## src/hw/rtl/tcm_pkg.sv

```systemverilog
// shared types and constants for the two-wire command and key-read master
// depends on nothing; imported by every module of the block
`default_nettype none

package tcm_pkg;

    // request codes on the opcode field
    localparam logic [1:0] OP_TICK  = 2'd0;
    localparam logic [1:0] OP_WRITE = 2'd1;
    localparam logic [1:0] OP_READ  = 2'd2;

    // configuration register indexes
    localparam logic [1:0] CFG_ADDRESS_BASE = 2'd0;
    localparam logic [1:0] CFG_ADDRESS_MASK = 2'd1;
    localparam logic [1:0] CFG_KEY_COMMAND  = 2'd2;

    localparam logic [7:0]  RST_ADDRESS_BASE = 8'd64;
    localparam logic [7:0]  RST_ADDRESS_MASK = 8'd62;
    localparam logic [15:0] RST_KEY_COMMAND  = 16'd1792;

    // last phase number (counted from zero) of each transfer kind
    localparam logic [6:0] WRITE_LAST_PHASE = 7'd63;
    localparam logic [6:0] READ_LAST_PHASE  = 7'd73;

    localparam logic [7:0] READ_FLAG = 8'h01;

    typedef struct packed {
        logic [7:0]  address_base;
        logic [7:0]  address_mask;
        logic [15:0] key_command;
    } tcm_cfg_t;

    typedef struct packed {
        logic [6:0] phase;
        logic       kind;        // 0 write, 1 read
        logic [7:0] first_byte;
        logic [7:0] second_byte;
        logic [7:0] key;
        logic       clk_lvl;
        logic       dat_lvl;
        logic       drv_lvl;
    } tcm_state_t;

    typedef struct packed {
        logic key_valid;
        logic dropped;
    } tcm_flags_t;

endpackage

`default_nettype wire

```

## src/hw/rtl/two_wire_command_keyread_master.sv

```systemverilog
// top level of the two-wire command and key-read master
// depends on tcm_pkg, tcm_cfg_regs and tcm_phase_step
//
// usage: each input transaction carries an opcode. a write or read request
// loads a transfer; each following tick advances the bus by one pin phase
// and every input transaction returns exactly one result with the clock and
// data pin levels, busy flag, last key code and the key_valid and
// request_dropped flags. a write takes 64 ticks, a read 74 ticks.
// a transaction passes through the input register, then the result register.
// one transaction per cycle is sustained while the receiver takes results;
// the single pass of phase logic between those registers sets that figure.
// when the result receiver stalls, the result register holds; a full input
// register drops in_ready in that same cycle, an empty one still takes one
// transaction, so nothing is lost or reordered.
// config writes go through a separate channel that is always ready; the user
// makes them while no transaction is in flight, the block does not enforce it.
// reset: no transfer is active and the state holds clock high, data high,
// driven; the result registers, and so the pins, have no reset value.
`default_nettype none

module two_wire_command_keyread_master
    import tcm_pkg::*;
(
    input  wire logic        clk,
    input  wire logic        rst_n,
    input  wire logic        in_valid,
    output logic             in_ready,
    input  wire logic [1:0]  opcode,
    input  wire logic [15:0] command_word,
    input  wire logic        data_pin_in,
    output logic             out_valid,
    input  wire logic        out_ready,
    output logic             clock_pin,
    output logic             data_pin_out,
    output logic             data_drive,
    output logic             busy_res,
    output logic [7:0]       key_code,
    output logic             key_valid,
    output logic             request_dropped,
    input  wire logic        cfg_valid,
    output logic             cfg_ready,
    input  wire logic [1:0]  cfg_index,
    input  wire logic [15:0] cfg_data
);

    tcm_cfg_t   cfg;
    tcm_state_t state_reg;
    tcm_state_t state_next;
    tcm_flags_t flags;

    logic        in_valid_reg;
    logic        in_valid_next;
    logic [1:0]  op_reg;
    logic [15:0] command_reg;
    logic        pin_reg;
    logic        out_valid_reg;
    logic        out_valid_next;
    logic        step_go;
    logic        in_accept;

    logic       res_clk_reg;
    logic       res_dat_reg;
    logic       res_drv_reg;
    logic       res_busy_reg;
    logic [7:0] res_key_reg;
    logic       res_valid_reg;
    logic       res_dropped_reg;

    assign cfg_ready = 1'b1;

    tcm_cfg_regs u_cfg (
        .clk      (clk),
        .rst_n    (rst_n),
        .wr_en    (cfg_valid),
        .wr_index (cfg_index),
        .wr_data  (cfg_data),
        .cfg      (cfg)
    );

    tcm_phase_step u_step (
        .cfg          (cfg),
        .cur          (state_reg),
        .opcode       (op_reg),
        .command_word (command_reg),
        .data_pin_in  (pin_reg),
        .nxt          (state_next),
        .flags        (flags)
    );

    // a transaction in the input register runs once the result slot frees up
    assign step_go   = in_valid_reg && (!out_valid_reg || out_ready);
    assign in_ready  = !in_valid_reg || step_go;
    assign in_accept = in_valid && in_ready;

    always_comb
    begin
        in_valid_next = in_valid_reg;
        if (in_accept)
            in_valid_next = 1'b1;
        else if (step_go)
            in_valid_next = 1'b0;

        out_valid_next = out_valid_reg;
        if (step_go)
            out_valid_next = 1'b1;
        else if (out_ready)
            out_valid_next = 1'b0;
    end

    always_ff @(posedge clk or negedge rst_n)
    begin
        if (!rst_n)
        begin
            in_valid_reg        <= 1'b0;
            out_valid_reg       <= 1'b0;
            state_reg.phase       <= 7'd0;
            state_reg.kind        <= 1'b0;
            state_reg.first_byte  <= 8'd0;
            state_reg.second_byte <= 8'd0;
            state_reg.key         <= 8'd0;
            state_reg.clk_lvl     <= 1'b1;
            state_reg.dat_lvl     <= 1'b1;
            state_reg.drv_lvl     <= 1'b1;
        end
        else
        begin
            in_valid_reg  <= in_valid_next;
            out_valid_reg <= out_valid_next;
            if (step_go)
                state_reg <= state_next;
        end
    end

    always_ff @(posedge clk)
    begin
        if (in_accept)
        begin
            op_reg      <= opcode;
            command_reg <= command_word;
            pin_reg     <= data_pin_in;
        end
        if (step_go)
        begin
            res_clk_reg     <= state_next.clk_lvl;
            res_dat_reg     <= state_next.dat_lvl;
            res_drv_reg     <= state_next.drv_lvl;
            res_busy_reg    <= (state_next.phase != 7'd0);
            res_key_reg     <= state_next.key;
            res_valid_reg   <= flags.key_valid;
            res_dropped_reg <= flags.dropped;
        end
    end

    assign out_valid       = out_valid_reg;
    assign clock_pin       = res_clk_reg;
    assign data_pin_out    = res_dat_reg;
    assign data_drive      = res_drv_reg;
    assign busy_res        = res_busy_reg;
    assign key_code        = res_key_reg;
    assign key_valid       = res_valid_reg;
    assign request_dropped = res_dropped_reg;

`ifndef SYNTHESIS
    // a finished read leaves the master idle
    assert property (@(posedge clk) disable iff (!rst_n)
        out_valid && key_valid |-> !busy_res)
        else $error("key_valid reported while still busy");

    // a tick cannot both finish a read and drop a request
    assert property (@(posedge clk) disable iff (!rst_n)
        out_valid |-> !(key_valid && request_dropped))
        else $error("key_valid and request_dropped in one result");

    // the output latch sits high whenever the data line is released
    assert property (@(posedge clk) disable iff (!rst_n)
        out_valid && !data_drive |-> data_pin_out)
        else $error("data latch low while line released");

    // the transfer state only moves when a transaction is processed
    assert property (@(posedge clk) disable iff (!rst_n)
        !step_go |=> $stable(state_reg.phase))
        else $error("phase counter moved without a transaction");
`endif

endmodule

`default_nettype wire

```

## src/hw/rtl/tcm_cfg_regs.sv

```systemverilog
// configuration registers of the two-wire master
// depends on tcm_pkg
`default_nettype none

module tcm_cfg_regs
    import tcm_pkg::*;
(
    input  wire logic        clk,
    input  wire logic        rst_n,
    input  wire logic        wr_en,
    input  wire logic [1:0]  wr_index,
    input  wire logic [15:0] wr_data,
    output tcm_cfg_t         cfg
);

    tcm_cfg_t cfg_reg;
    tcm_cfg_t cfg_next;

    always_comb
    begin
        cfg_next = cfg_reg;
        if (wr_en)
        begin
            case (wr_index)
                CFG_ADDRESS_BASE: cfg_next.address_base = wr_data[7:0];
                CFG_ADDRESS_MASK: cfg_next.address_mask = wr_data[7:0];
                CFG_KEY_COMMAND:  cfg_next.key_command  = wr_data;
                default:          cfg_next = cfg_reg;
            endcase
        end
    end

    always_ff @(posedge clk or negedge rst_n)
    begin
        if (!rst_n)
        begin
            cfg_reg.address_base <= RST_ADDRESS_BASE;
            cfg_reg.address_mask <= RST_ADDRESS_MASK;
            cfg_reg.key_command  <= RST_KEY_COMMAND;
        end
        else
        begin
            cfg_reg <= cfg_next;
        end
    end

    assign cfg = cfg_reg;

endmodule

`default_nettype wire

```

## src/hw/rtl/tcm_phase_step.sv

```systemverilog
// next-state logic for one transaction: request load or one pin phase
// depends on tcm_pkg
`default_nettype none

module tcm_phase_step
    import tcm_pkg::*;
(
    input  wire tcm_cfg_t    cfg,
    input  wire tcm_state_t  cur,
    input  wire logic [1:0]  opcode,
    input  wire logic [15:0] command_word,
    input  wire logic        data_pin_in,
    output tcm_state_t       nxt,
    output tcm_flags_t       flags
);

    logic       busy;
    logic [6:0] q;
    logic [6:0] last_phase;
    logic [5:0] r;
    logic [1:0] r_sub;
    logic [4:0] w;
    logic [7:0] w_byte;
    logic       in_write;
    logic [8:0] w_times11;
    logic [2:0] w_bit;
    logic [4:0] w_sub;
    logic [7:0] masked;
    logic [1:0] stop_sub;

    always_comb
    begin
        busy       = (cur.phase != 7'd0);
        q          = cur.phase - 7'd1;
        last_phase = cur.kind ? READ_LAST_PHASE : WRITE_LAST_PHASE;
        r          = q[5:0] - 6'd32;
        r_sub      = r[1:0] + 2'd1;     // (r - 3) mod 4
        in_write   = 1'b0;
        w          = 5'd0;
        w_byte     = cur.first_byte;
        stop_sub   = cur.kind ? (q[1:0] + 2'd2) : q[1:0];

        if (q >= 7'd4 && q < 7'd32)
        begin
            in_write = 1'b1;
            w        = 5'(q - 7'd4);
            w_byte   = cur.first_byte;
        end
        else if (!cur.kind && q >= 7'd32 && q < 7'd60)
        begin
            in_write = 1'b1;
            w        = q[4:0];
            w_byte   = cur.second_byte;
        end

        // bit index is w / 3 for w below 24
        w_times11 = {4'd0, w} * 9'd11;
        w_bit     = w_times11[7:5];
        w_sub     = w - ({2'd0, w_bit} + {1'b0, w_bit, 1'b0});

        masked = (command_word[14:7] & cfg.address_mask) | cfg.address_base;

        nxt   = cur;
        flags = '0;

        case (opcode)
            OP_WRITE, OP_READ:
            begin
                if (busy)
                begin
                    flags.dropped = 1'b1;
                end
                else if (opcode == OP_READ)
                begin
                    nxt.kind        = 1'b1;
                    nxt.first_byte  = (cfg.key_command[14:7] & cfg.address_mask)
                                      | READ_FLAG | cfg.address_base;
                    nxt.second_byte = 8'd0;
                    nxt.phase       = 7'd1;
                end
                else
                begin
                    nxt.kind        = 1'b0;
                    nxt.first_byte  = masked;
                    nxt.second_byte = command_word[7:0];
                    nxt.phase       = 7'd1;
                end
            end
            OP_TICK:
            begin
                if (busy)
                begin
                    if (q < 7'd4)
                    begin
                        // start condition
                        case (q[1:0])
                            2'd0:
                            begin
                                nxt.drv_lvl = 1'b1;
                                nxt.clk_lvl = 1'b1;
                            end
                            2'd1:    nxt.dat_lvl = 1'b1;
                            2'd2:    nxt.dat_lvl = 1'b0;
                            default: nxt.clk_lvl = 1'b0;
                        endcase
                    end
                    else if (in_write)
                    begin
                        nxt.drv_lvl = 1'b1;
                        if (w < 5'd24)
                        begin
                            if (w_sub == 5'd0)
                                nxt.dat_lvl = w_byte[~w_bit];
                            else if (w_sub == 5'd1)
                                nxt.clk_lvl = 1'b1;
                            else
                                nxt.clk_lvl = 1'b0;
                        end
                        else if (w == 5'd25)
                            nxt.dat_lvl = 1'b1;
                        else if (w == 5'd26)
                            nxt.clk_lvl = 1'b1;
                        else if (w == 5'd27)
                            nxt.clk_lvl = 1'b0;
                    end
                    else if (cur.kind && q < 7'd70)
                    begin
                        // released data line, eight clocked samples, answer bit
                        if (r == 6'd0)
                            nxt.dat_lvl = 1'b1;
                        else if (r == 6'd1)
                            nxt.drv_lvl = 1'b0;
                        else if (r == 6'd2)
                            nxt.clk_lvl = 1'b0;
                        else if (r < 6'd35)
                        begin
                            if (r_sub == 2'd0)
                                nxt.clk_lvl = 1'b1;
                            else if (r_sub == 2'd2)
                                nxt.second_byte = {cur.second_byte[6:0], data_pin_in};
                            else if (r_sub == 2'd3)
                                nxt.clk_lvl = 1'b0;
                        end
                        else if (r == 6'd35)
                        begin
                            nxt.drv_lvl = 1'b1;
                            nxt.dat_lvl = 1'b1;
                        end
                        else if (r == 6'd36)
                            nxt.clk_lvl = 1'b1;
                        else
                            nxt.clk_lvl = 1'b0;
                    end
                    else
                    begin
                        // stop condition
                        case (stop_sub)
                            2'd0:
                            begin
                                nxt.drv_lvl = 1'b1;
                                nxt.clk_lvl = 1'b0;
                            end
                            2'd1:    nxt.dat_lvl = 1'b0;
                            2'd2:    nxt.clk_lvl = 1'b1;
                            default: nxt.dat_lvl = 1'b1;
                        endcase
                    end

                    if (q >= last_phase)
                    begin
                        nxt.phase = 7'd0;
                        if (cur.kind)
                        begin
                            nxt.key         = nxt.second_byte;
                            flags.key_valid = 1'b1;
                        end
                    end
                    else
                    begin
                        nxt.phase = cur.phase + 7'd1;
                    end
                end
            end
            default:
            begin
                nxt = cur;
            end
        endcase
    end

endmodule

`default_nettype wire
```

## config.mk

```make
export PLATFORM = sky130hd
export DESIGN_NAME = two_wire_command_keyread_master
export DESIGN_NICKNAME = d
export VERILOG_FILES = /design/src/hw/rtl/tcm_pkg.sv /design/src/hw/rtl/two_wire_command_keyread_master.sv /design/src/hw/rtl/tcm_cfg_regs.sv /design/src/hw/rtl/tcm_phase_step.sv
export SDC_FILE = /design/constraint.sdc
export NUM_CORES = 1
export LEC_CHECK = 0
export BUFFER_PORTS_ARGS = -buffer_cell sky130_fd_sc_hd__buf_2
export CAP_MARGIN = 10
export CORE_UTILIZATION = 59
export CTS_CLUSTER_DIAMETER = 80
export CTS_CLUSTER_SIZE = 25
export DETAILED_ROUTE_END_ITERATION = 10
export GPL_TIMING_DRIVEN = 0
export PLACE_DENSITY = 0.9
export SETUP_SLACK_MARGIN = 0.3
export SLEW_MARGIN = 25
export SYNTH_ARGS = -nofsm -noshare
export SYNTH_HDL_FRONTEND = slang
export SYNTH_SLANG_ARGS = --single-unit
```

## constraint.sdc

```tcl
create_clock -name clk -period 7.7 [get_ports clk]
set_input_delay 1.155 -clock clk [delete_from_list [all_inputs] [get_ports clk]]
set_output_delay 1.155 -clock clk [all_outputs]
set_load 0.01 [all_outputs]
```

==> flow_summary.toml, run 1 <==
[cts]
cts_buffers = 9
clk_pin_slew_ps = 110
clk_path_buf_depth = 2
clk_latency_ps = 370
numClockSinks = 92
postCtsHoldBufs = 0
root_buffer = "clkbuf_8"
cts_tree = "built"
htreeDepth = 3

[global_route]
grt_pass1_vias = 4499
overflow = 0
antenna_found_initial = 0
grt_pass1_wl_mm = 21.3
track_usage_pct = 27.9
grt_max_degree = 61

[critical_path]
critical_path_arrival_ps = 7110
end_kind = "flop"
reg2reg_slack_ps = 760
crit_required_ps = 7870
crit_fanout = 10
start_kind = "flop"
timing.rr.start = "state_reg[29]"
rr_worst_depth = 24
crit_type = "flop to flop"
timing.rr.end = "data_pin_out"

[synth]
async_flop_share_pct = 65.2
yosysWarnings = 0
yosys-top-cells-area = "dfrtp_1 (22%), edfxtp_1 (17%), mux2_2 (8.0%)"
ys_ff_latch = 92
synth_edf_count = 32
synth.net_count = 621
syn_area_um2 = 5510
synth_ff_type = "dfrtp_1"
yosysSeqAreaShare_pct = 45.0
yosys.area.top_type_share_pct = 21.8
synthDistinctLibCells = 70
syn_area_per_cell_um2 = 10.0
synth_top_area_cell = "dfrtp_1"
netlist_instances = 551

[power_and_ir_drop]
total_power_mw = 2.24
p_leak_nw = 2.60
ir_worst_vdd_uv = 231
powerDensity_nw_per_um2 = 363

[routing]
drt-wirelength-per-cell_um = 17.6
viasPerCell = 6.29
drc = 0
drt_pre_antenna_iters = 6
drt-total-wl_mm = 12.9
vias = 4611
drtIter0Drc = 505
postRouteAntennaNets = 0

[placement]
dp_hpwl_mm = 9.50
gp_congestion = 0.934
dp_slack_ps = 742
place_area_um2 = 5930
io_buffers = 55

[cells_and_area]
layout_commonest_cell = "a21oi_1"
stdcell_area_um2 = 6170
num_antenna_cells = 0
area_growth_pct = 12.0
final_layout_size_suffix_gt1_share_pct = 23.5
final_cell_mix = "a21oi_1 (60), buf_2 (59), nand2_1 (58)"
fin_nets = 690
largest_reg_flops = 35
fillers = 641

[sta]
hold_viol_final = 0
finalCritPeriodShare_pct = 90.2
maxSlewHeadroom_pct = 44.1
rsz0062_at_grt = "no"
clock_skew_ps = 18.0
tns_ps = 0
fin_crit_ps = 6940
max_freq_ghz = 0.144
fin_ws_ps = 758
tightest_slew_ps = 839
setup_viol = 0
drv_slew = 0
hold_ws_ps = 491

[min_path]
min-delay-start = "state_reg[0]"
whs_endpoint = "state_reg[0]"
hold_path_depth = 2
worstHoldPathType = "flop to flop"

[job]
max_cap_violations = 0

[outcome]
status = "complete, no violations"

[die]
start_util_pct = 62.0
fp.dieW_um = 98.6
dieArea_um2 = 9730
fp.dieH_um = 98.6
io_pins = 59
num_rows = 34
core_region_area_um2 = 8890
## worst max path at each step
stage | depth (start not counted) | startpoint | endpoint
floorplan | 24 | state_reg[29] | data_pin_out
global placement | 24 | state_reg[29] | data_pin_out
detailed placement | 24 | state_reg[29] | data_pin_out
CTS | 24 | state_reg[29] | data_pin_out
global route | 24 | state_reg[29] | data_pin_out
finish | 24 | state_reg[29] | data_pin_out
## metrics by stage
stage	instances	util [%]
after floorplan	551	-
after global placement	714	66.6
after detailed placement	714	66.7
after CTS	730	69.1
after global routing	733	69.4
final	733	69.4
## logic make-up after synthesis
| group | share of synthesized area (%) |
|---|---|
| simple gates | 14.2 |
| compound gates | 18.8 |
| flops | 45.0 |
| mux | 10.1 |
| buf+inv | 3.52 |
| fa+ha+maj | 6.49 |
| xor+xnor | 1.75 |
| other cells | 0.0681 |
## worst max-delay path, cell delays in order, from the launching register on
cell and delay, ps:
dfrtp_1 470, clkbuf_1 260, inv_1 170, ha_1 190
or3b_2 530, o31a_1 360, a2111oi_4 490, clkbuf_1 450
nand2_1 100, o21ai_0 200, ha_1 230, inv_1 50
fa_1 470, inv_1 40, ha_1 350, nand4_1 150
nor4_2 70, a221oi_4 520, xnor2_2 180, ha_1 170
xnor3_1 420, xor2_1 170, o2111ai_1 260, nor4b_1 100
a211oi_1 340
## per-layer routing
metal	vias up	global-route usage, %	part of all wire (%)
met5	-	0	0
li1	2182	-	-
met4	0	11.6	2.9
met3	34	5.04	6.4
met2	221	46.8	49
met1	2174	35.9	42
## synthesized netlist by cell type (3+ instances only)
master and count:
a21oi_1 60, nand2_1 58, dfrtp_1 48, nor2_1 41
mux2_2 39, o21ai_0 33, edfxtp_1 32, ha_1 27
inv_1 23, clkbuf_1 18, dfstp_2 12, mux2i_1 12
nor3_1 11, a21o_1 10, a22oi_1 9, nand3_1 8
o211ai_1 8, nand2b_1 7, nand3b_1 5, a31oi_1 4
buf_2 4, nor4_1 4, o31ai_1 4, or4_1 4
a211oi_1 3, and2_1 3, and3_1 3, nand4_1 3
o21bai_1 3, o22ai_1 3, or2_2 3
## power breakdown
part | leakage [nW] | internal [mW] | switching [mW]
registers | 1.03 | 0.641 | 0.0918
clock network | 0.105 | 0.132 | 0.202
logic | 1.46 | 0.487 | 0.689
total | 2.60 | 1.26 | 0.983
## timing repair
action	4_1_cts	5_1_grt
setup endpoints to repair	0	1
setup buffers	0	3
gates resized for setup	0	1
## final cells by class
| type | count | area [µm²] | share of cell area (%) |
|---|---|---|---|
| plain buffers | 24 | 100 | 1.62 |
| repair buffers | 58 | 300 | 4.86 |
| inverters | 25 | 95.1 | 1.54 |
| multi-input cells | 410 | 2860 | 46.3 |
| flip-flops and latches | 92 | 2480 | 40.1 |
| well taps | 108 | 135 | 2.19 |
| clock buffers | 9 | 124 | 2.01 |
| clock inverters | 7 | 86.3 | 1.40 |
Note: power is estimated with default switching activity, not from simulation.
==> run 2: changes to the inputs <==
--- a/config.mk
+++ b/config.mk
@@ -7,14 +7,15 @@
 export LEC_CHECK = 0
 export BUFFER_PORTS_ARGS = -buffer_cell sky130_fd_sc_hd__buf_2
 export CAP_MARGIN = 10
-export CORE_UTILIZATION = 59
+export CORE_UTILIZATION = 60
 export CTS_CLUSTER_DIAMETER = 80
 export CTS_CLUSTER_SIZE = 25
 export DETAILED_ROUTE_END_ITERATION = 10
 export GPL_TIMING_DRIVEN = 0
-export PLACE_DENSITY = 0.9
+export PLACE_DENSITY = 0.91
 export SETUP_SLACK_MARGIN = 0.3
 export SLEW_MARGIN = 25
 export SYNTH_ARGS = -nofsm -noshare
 export SYNTH_HDL_FRONTEND = slang
+export SYNTH_HIERARCHICAL = 1
 export SYNTH_SLANG_ARGS = --single-unit
==> flow_summary.toml, run 2 <==
[critical_path]
cp_slowest_stage_delay_ps = 510
crit_fanout = 10
crit_type = "flop to flop"
reg2reg_slack_ps = 600
path_depth = 28
timing.rr.end = "state_reg[1]"
critical_path_arrival_ps = 7410
path_delay_family = "compound AO/OA/AOI/OAI gates"
crit_end = "state_reg[1]"
critPathBufInv = 7
rr_worst_depth = 28
crit_required_ps = 8010
start_kind = "flop"
cpMaxStageDelayCell = "fa_1"
timing.rr.start = "state_reg[28]"
cp-startpoint = "state_reg[28]"
crit_path_frequent_cell = "ha_1"
end_kind = "flop"

[die]
dieArea_um2 = 10100
start_util_pct = 62.5
io_pins = 59
num_rows = 35
fp.dieW_um = 101
fp.dieH_um = 101
core_region_area_um2 = 9330

[synth]
netlist_instances = 530
yosysWarnings = 6
syn_area_per_cell_um2 = 11.0
synth.net_count = 599
syn_area_um2 = 5830

[power_and_ir_drop]
power.switching_mw = 1.20
ir_worst_vdd_uv = 187
combPwrFrac_pct = 58.7
clockPowerShare_pct = 12.6
power.internal_mw = 1.48
p_seq_share_pct = 28.8
total_power_mw = 2.68
p_leak_nw = 2.91
switching_share_pct = 44.8
powerDensity_nw_per_um2 = 412

[cts]
clk_latency_ps = 380
cts_resized = 1
numClockSinks = 92
htreeDepth = 3
clk_path_buf_depth = 2
clk_pin_slew_ps = 110
cts_buffers = 9
postCtsHoldBufs = 0
cts_tree = "built"
root_buffer = "clkbuf_8"
post_cts_buffers = 0

[sta]
maxSlewHeadroom_pct = 38.5
clock_skew_ps = 17.7
tns_ps = 0
max_freq_ghz = 0.141
fin_crit_ps = 7100
setup_viol = 0
hold_viol_final = 0
tightest_slew_ps = 922
drv_slew = 0
finalCritPeriodShare_pct = 92.2
rsz0062_at_grt = "no"

[cells_and_area]
multiInputGateArea_um2 = 3150
final_cell_mix = "buf_2 (59), dfrtp_1 (48), mux2_2 (45)"
fin_nets = 665
largest_reg_flops = 35
final_layout_size_suffix_gt1_share_pct = 32.6
fillers = 654
area_growth_pct = 11.7
num_antenna_cells = 0
ff_latch_area_um2 = 2480
layout_commonest_cell = "buf_2"

[global_route]
grt_pass1_wl_mm = 23.3
antenna_found_initial = 0
track_usage_pct = 30.0
grt_max_degree = 61
overflow = 0
grt_pass1_vias = 4747

[routing]
drt-wirelength-per-cell_um = 20.1
drt_pre_antenna_iters = 7
vias = 4747
drt-total-wl_mm = 14.7
viasPerCell = 6.50
drc = 0
drtIter0Drc = 538
postRouteAntennaNets = 0

[placement]
dp_hpwl_mm = 10.2
io_buffers = 55
gp_congestion = 0.923

[job]
max_cap_violations = 0

[min_path]
worstHoldPathType = "flop to flop"

[outcome]
status = "complete, no violations"
run 2: worst min path at each step:
stage | start | endpoint | slack (ps) | cells past startpoint
after floorplan | u_cfg/cfg[11] | u_cfg/cfg[11] | 470 | 1
after global placement | u_cfg/cfg[14] | u_cfg/cfg[14] | 490 | 1
after detailed placement | u_cfg/cfg[14] | u_cfg/cfg[14] | 490 | 1
after CTS | u_cfg/cfg[14] | u_cfg/cfg[14] | 510 | 1
after global routing | u_cfg/cfg[26] | u_cfg/cfg[26] | 530 | 1
final | u_cfg/cfg[14] | u_cfg/cfg[14] | 510 | 1
run 2: cell type report:
| type | instances | share of cell area [%] |
|---|---|---|
| inverters | 24 | 1.38 |
| clock inverters | 7 | 1.33 |
| repair buffers | 55 | 4.26 |
| clock buffers | 9 | 1.90 |
| well taps | 129 | 2.48 |
| flip-flops and latches | 92 | 38.0 |
| plain buffers | 24 | 2.27 |
| multi-input cells | 390 | 48.3 |
run 2: power groups by stage:
stage	clock [mW]	sequential, mW	combinational, mW
after floorplan	0	0.746	1.14
after global placement	0	0.759	1.39
after detailed placement	0	0.775	1.47
after CTS	0.340	0.768	1.50
after global routing	0.358	0.786	1.70
final	0.337	0.772	1.57
run 2: layer usage:
layer | global-route usage [%] | vias up | part of all wire [%]
met5 | 0 | - | 0
li1 | - | 2095 | -
met1 | 37.0 | 2272 | 39
met4 | 14.8 | 0 | 4.2
met2 | 51.1 | 303 | 50
met3 | 4.99 | 77 | 7.3
run 2: stage by stage:
stage	utilization [%]	worst slack [ps]	cell area, µm²	std cells	hold WS (ps)
6_report	69.8	601	6510	730	510
3_5_place_dp	67.2	233	6270	714	492
5_1_grt	69.8	308	6510	730	532
3_3_place_gp	67.2	513	6270	714	486
2_1_floorplan	-	1420	5830	530	474
4_1_cts	69.5	345	6480	730	514
==> run 3: changes to the inputs <==
--- a/config.mk
+++ b/config.mk
@@ -5,6 +5,7 @@
 export SDC_FILE = /design/constraint.sdc
 export NUM_CORES = 1
 export LEC_CHECK = 0
+export ABC_AREA = 1
 export BUFFER_PORTS_ARGS = -buffer_cell sky130_fd_sc_hd__buf_2
 export CAP_MARGIN = 10
 export CORE_UTILIZATION = 60
@@ -12,7 +13,7 @@
 export CTS_CLUSTER_SIZE = 25
 export DETAILED_ROUTE_END_ITERATION = 10
 export GPL_TIMING_DRIVEN = 0
-export PLACE_DENSITY = 0.91
+export PLACE_DENSITY = 0.9
 export SETUP_SLACK_MARGIN = 0.3
 export SLEW_MARGIN = 25
 export SYNTH_ARGS = -nofsm -noshare
==> flow_summary.toml, run 3 <==
[synth]
synth.net_count = 788
netlist_instances = 719
yosysWarnings = 6
syn_area_um2 = 6010
syn_area_per_cell_um2 = 8.36

[power_and_ir_drop]
power.switching_mw = 1.30
power.internal_mw = 1.33
combPwrFrac_pct = 61.1
ir_worst_vdd_uv = 205
p_seq_share_pct = 28.1
clockPowerShare_pct = 10.8
total_power_mw = 2.64
powerDensity_nw_per_um2 = 399
switching_share_pct = 49.4
p_leak_nw = 3.25

[critical_path]
timing.rr.end = "data_pin_out"
start_kind = "flop"
crit_required_ps = 7830
cpMaxStageDelayCell = "o21ai_0"
timing.rr.start = "state_reg[29]"
critical_path_arrival_ps = 6000
end_kind = "flop"
crit_end = "data_pin_out"
crit_fanout = 10
crit_path_frequent_cell = "nand2_1"
crit_type = "flop to flop"
reg2reg_slack_ps = 1830
cp-startpoint = "state_reg[29]"
rr_worst_depth = 33
cp_slowest_stage_delay_ps = 570

[cells_and_area]
area_growth_pct = 9.99
final_layout_size_suffix_gt1_share_pct = 21.7
largest_reg_flops = 35
layout_commonest_cell = "nand2_1"
fin_nets = 852
final_cells = 921
final_cell_mix = "nand2_1 (179), nand3_1 (71), inv_1 (60)"
num_antenna_cells = 0

[routing]
vias = 5310
top_layer = "met4"
drt_pre_antenna_iters = 7
wl_met3_um = 952
postRouteAntennaNets = 0
drt-met1-wl_mm = 5.71
drc = 0
routed-wl-met2_mm = 6.92
drt-total-wl_mm = 14.0
viasPerCell = 5.77
drt-wirelength-per-cell_um = 15.2
drtIter0Drc = 289

[cts]
root_buffer = "clkbuf_8"
cts_tree = "built"
htreeDepth = 3
clk_latency_ps = 380
numClockSinks = 92
clk_path_buf_depth = 2
cts_resized = 0
postCtsHoldBufs = 0
clk_pin_slew_ps = 90
cts_buffers = 9
post_cts_buffers = 0

[placement]
gp_congestion = 0.901
dp.cells = 905
dp_slack_ps = 1940
io_buffers = 53
dp_hpwl_mm = 10.6

[die]
io_pins = 59
core_region_area_um2 = 9730
dieArea_um2 = 10400
start_util_pct = 61.8
num_rows = 36
fp.dieW_um = 102
fp.dieH_um = 102

[sta]
fin_crit_ps = 5870
fin_ws_ps = 1830
tns_ps = 0
hold_ws_ps = 465
setup_viol = 0
clock_skew_ps = 11.1
hold_viol_final = 0
finalCritPeriodShare_pct = 76.2
drv_slew = 0
max_freq_ghz = 0.170
tightest_slew_ps = 750
rsz0062_at_grt = "no"
maxSlewHeadroom_pct = 50.0

[global_route]
track_usage_pct = 28.7
antenna_found_initial = 0
grt_pass1_vias = 5043
grt_pass1_wl_mm = 23.0
grt_max_degree = 61
overflow = 0

[job]
max_cap_violations = 0

[min_path]
worstHoldPathType = "flop to flop"
hold_path_depth = 2

[outcome]
status = "complete, no violations"
[run 3: cell types whose count changed in the layout (fill, tap and decap cells not counted), moves of 8 or more]
cell / change
nand2_1: +135
nand3_1: +61
mux2_2: -45
inv_1: +36
mux2_4: -29
nand2_2: +21
nor2_1: +19
nand4_1: +15
a21oi_1: -11
inv_2: +11
mux2i_1: -8
[run 3: worst max-delay path, delay by kind of cell, from the launching register on]
kind / cells / cell delay [ps]
AND/OR/NAND/NOR: 17 / 1470
flip-flops: 1 / 540
XOR/XNOR: 1 / 210
AO/OA/AOI/OAI: 3 / 1120
adder cells (fa/ha/maj): 5 / 1610
buffers and inverters: 7 / 650
[run 3: stage by stage]
| step | instance area [µm²] | utilization, % |
|---|---|---|
| 2_1_floorplan | 6010 | - |
| 3_3_place_gp | 6440 | 66.2 |
| 3_5_place_dp | 6450 | 66.3 |
| 4_1_cts | 6610 | 68.0 |
| 5_1_grt | 6610 | 68.0 |
| 6_report | 6610 | 68.0 |
[run 3: layer usage]
metal	GRT usage [%]	vias up
met5	0	-
met4	12.5	0
met3	5.06	39
met2	49.6	236
met1	35.3	2482
li1	-	2553
[run 3: worst min path at each step]
stage | startpoint | end
2_1_floorplan | u_cfg/cfg[22] | u_cfg/cfg[22]
3_3_place_gp | u_cfg/cfg[21] | u_cfg/cfg[21]
3_5_place_dp | u_cfg/cfg[21] | u_cfg/cfg[21]
4_1_cts | u_cfg/cfg[21] | u_cfg/cfg[21]
5_1_grt | u_cfg/cfg[21] | u_cfg/cfg[21]
6_report | u_cfg/cfg[19] | u_cfg/cfg[19]
[run 3: layout make-up]
cell class              count  area (µm²)
flip-flops and latches     92        2480
repair buffers             53         268
inverters                  73         274
plain buffers              30         225
well taps                 133         166
fillers                   825        3120
clock buffers              10         128
multi-input cells         524        3040
clock inverters             6        38.8
[run 3: power groups by stage]
| stage | logic [mW] | clock network (mW) | registers (mW) |
|---|---|---|---|
| after detailed placement | 1.57 | 0 | 0.749 |
| after global placement | 1.50 | 0 | 0.743 |
| after CTS | 1.58 | 0.288 | 0.740 |
| after global routing | 1.80 | 0.306 | 0.755 |
| after floorplan | 1.25 | 0 | 0.728 |
| final | 1.61 | 0.285 | 0.742 |
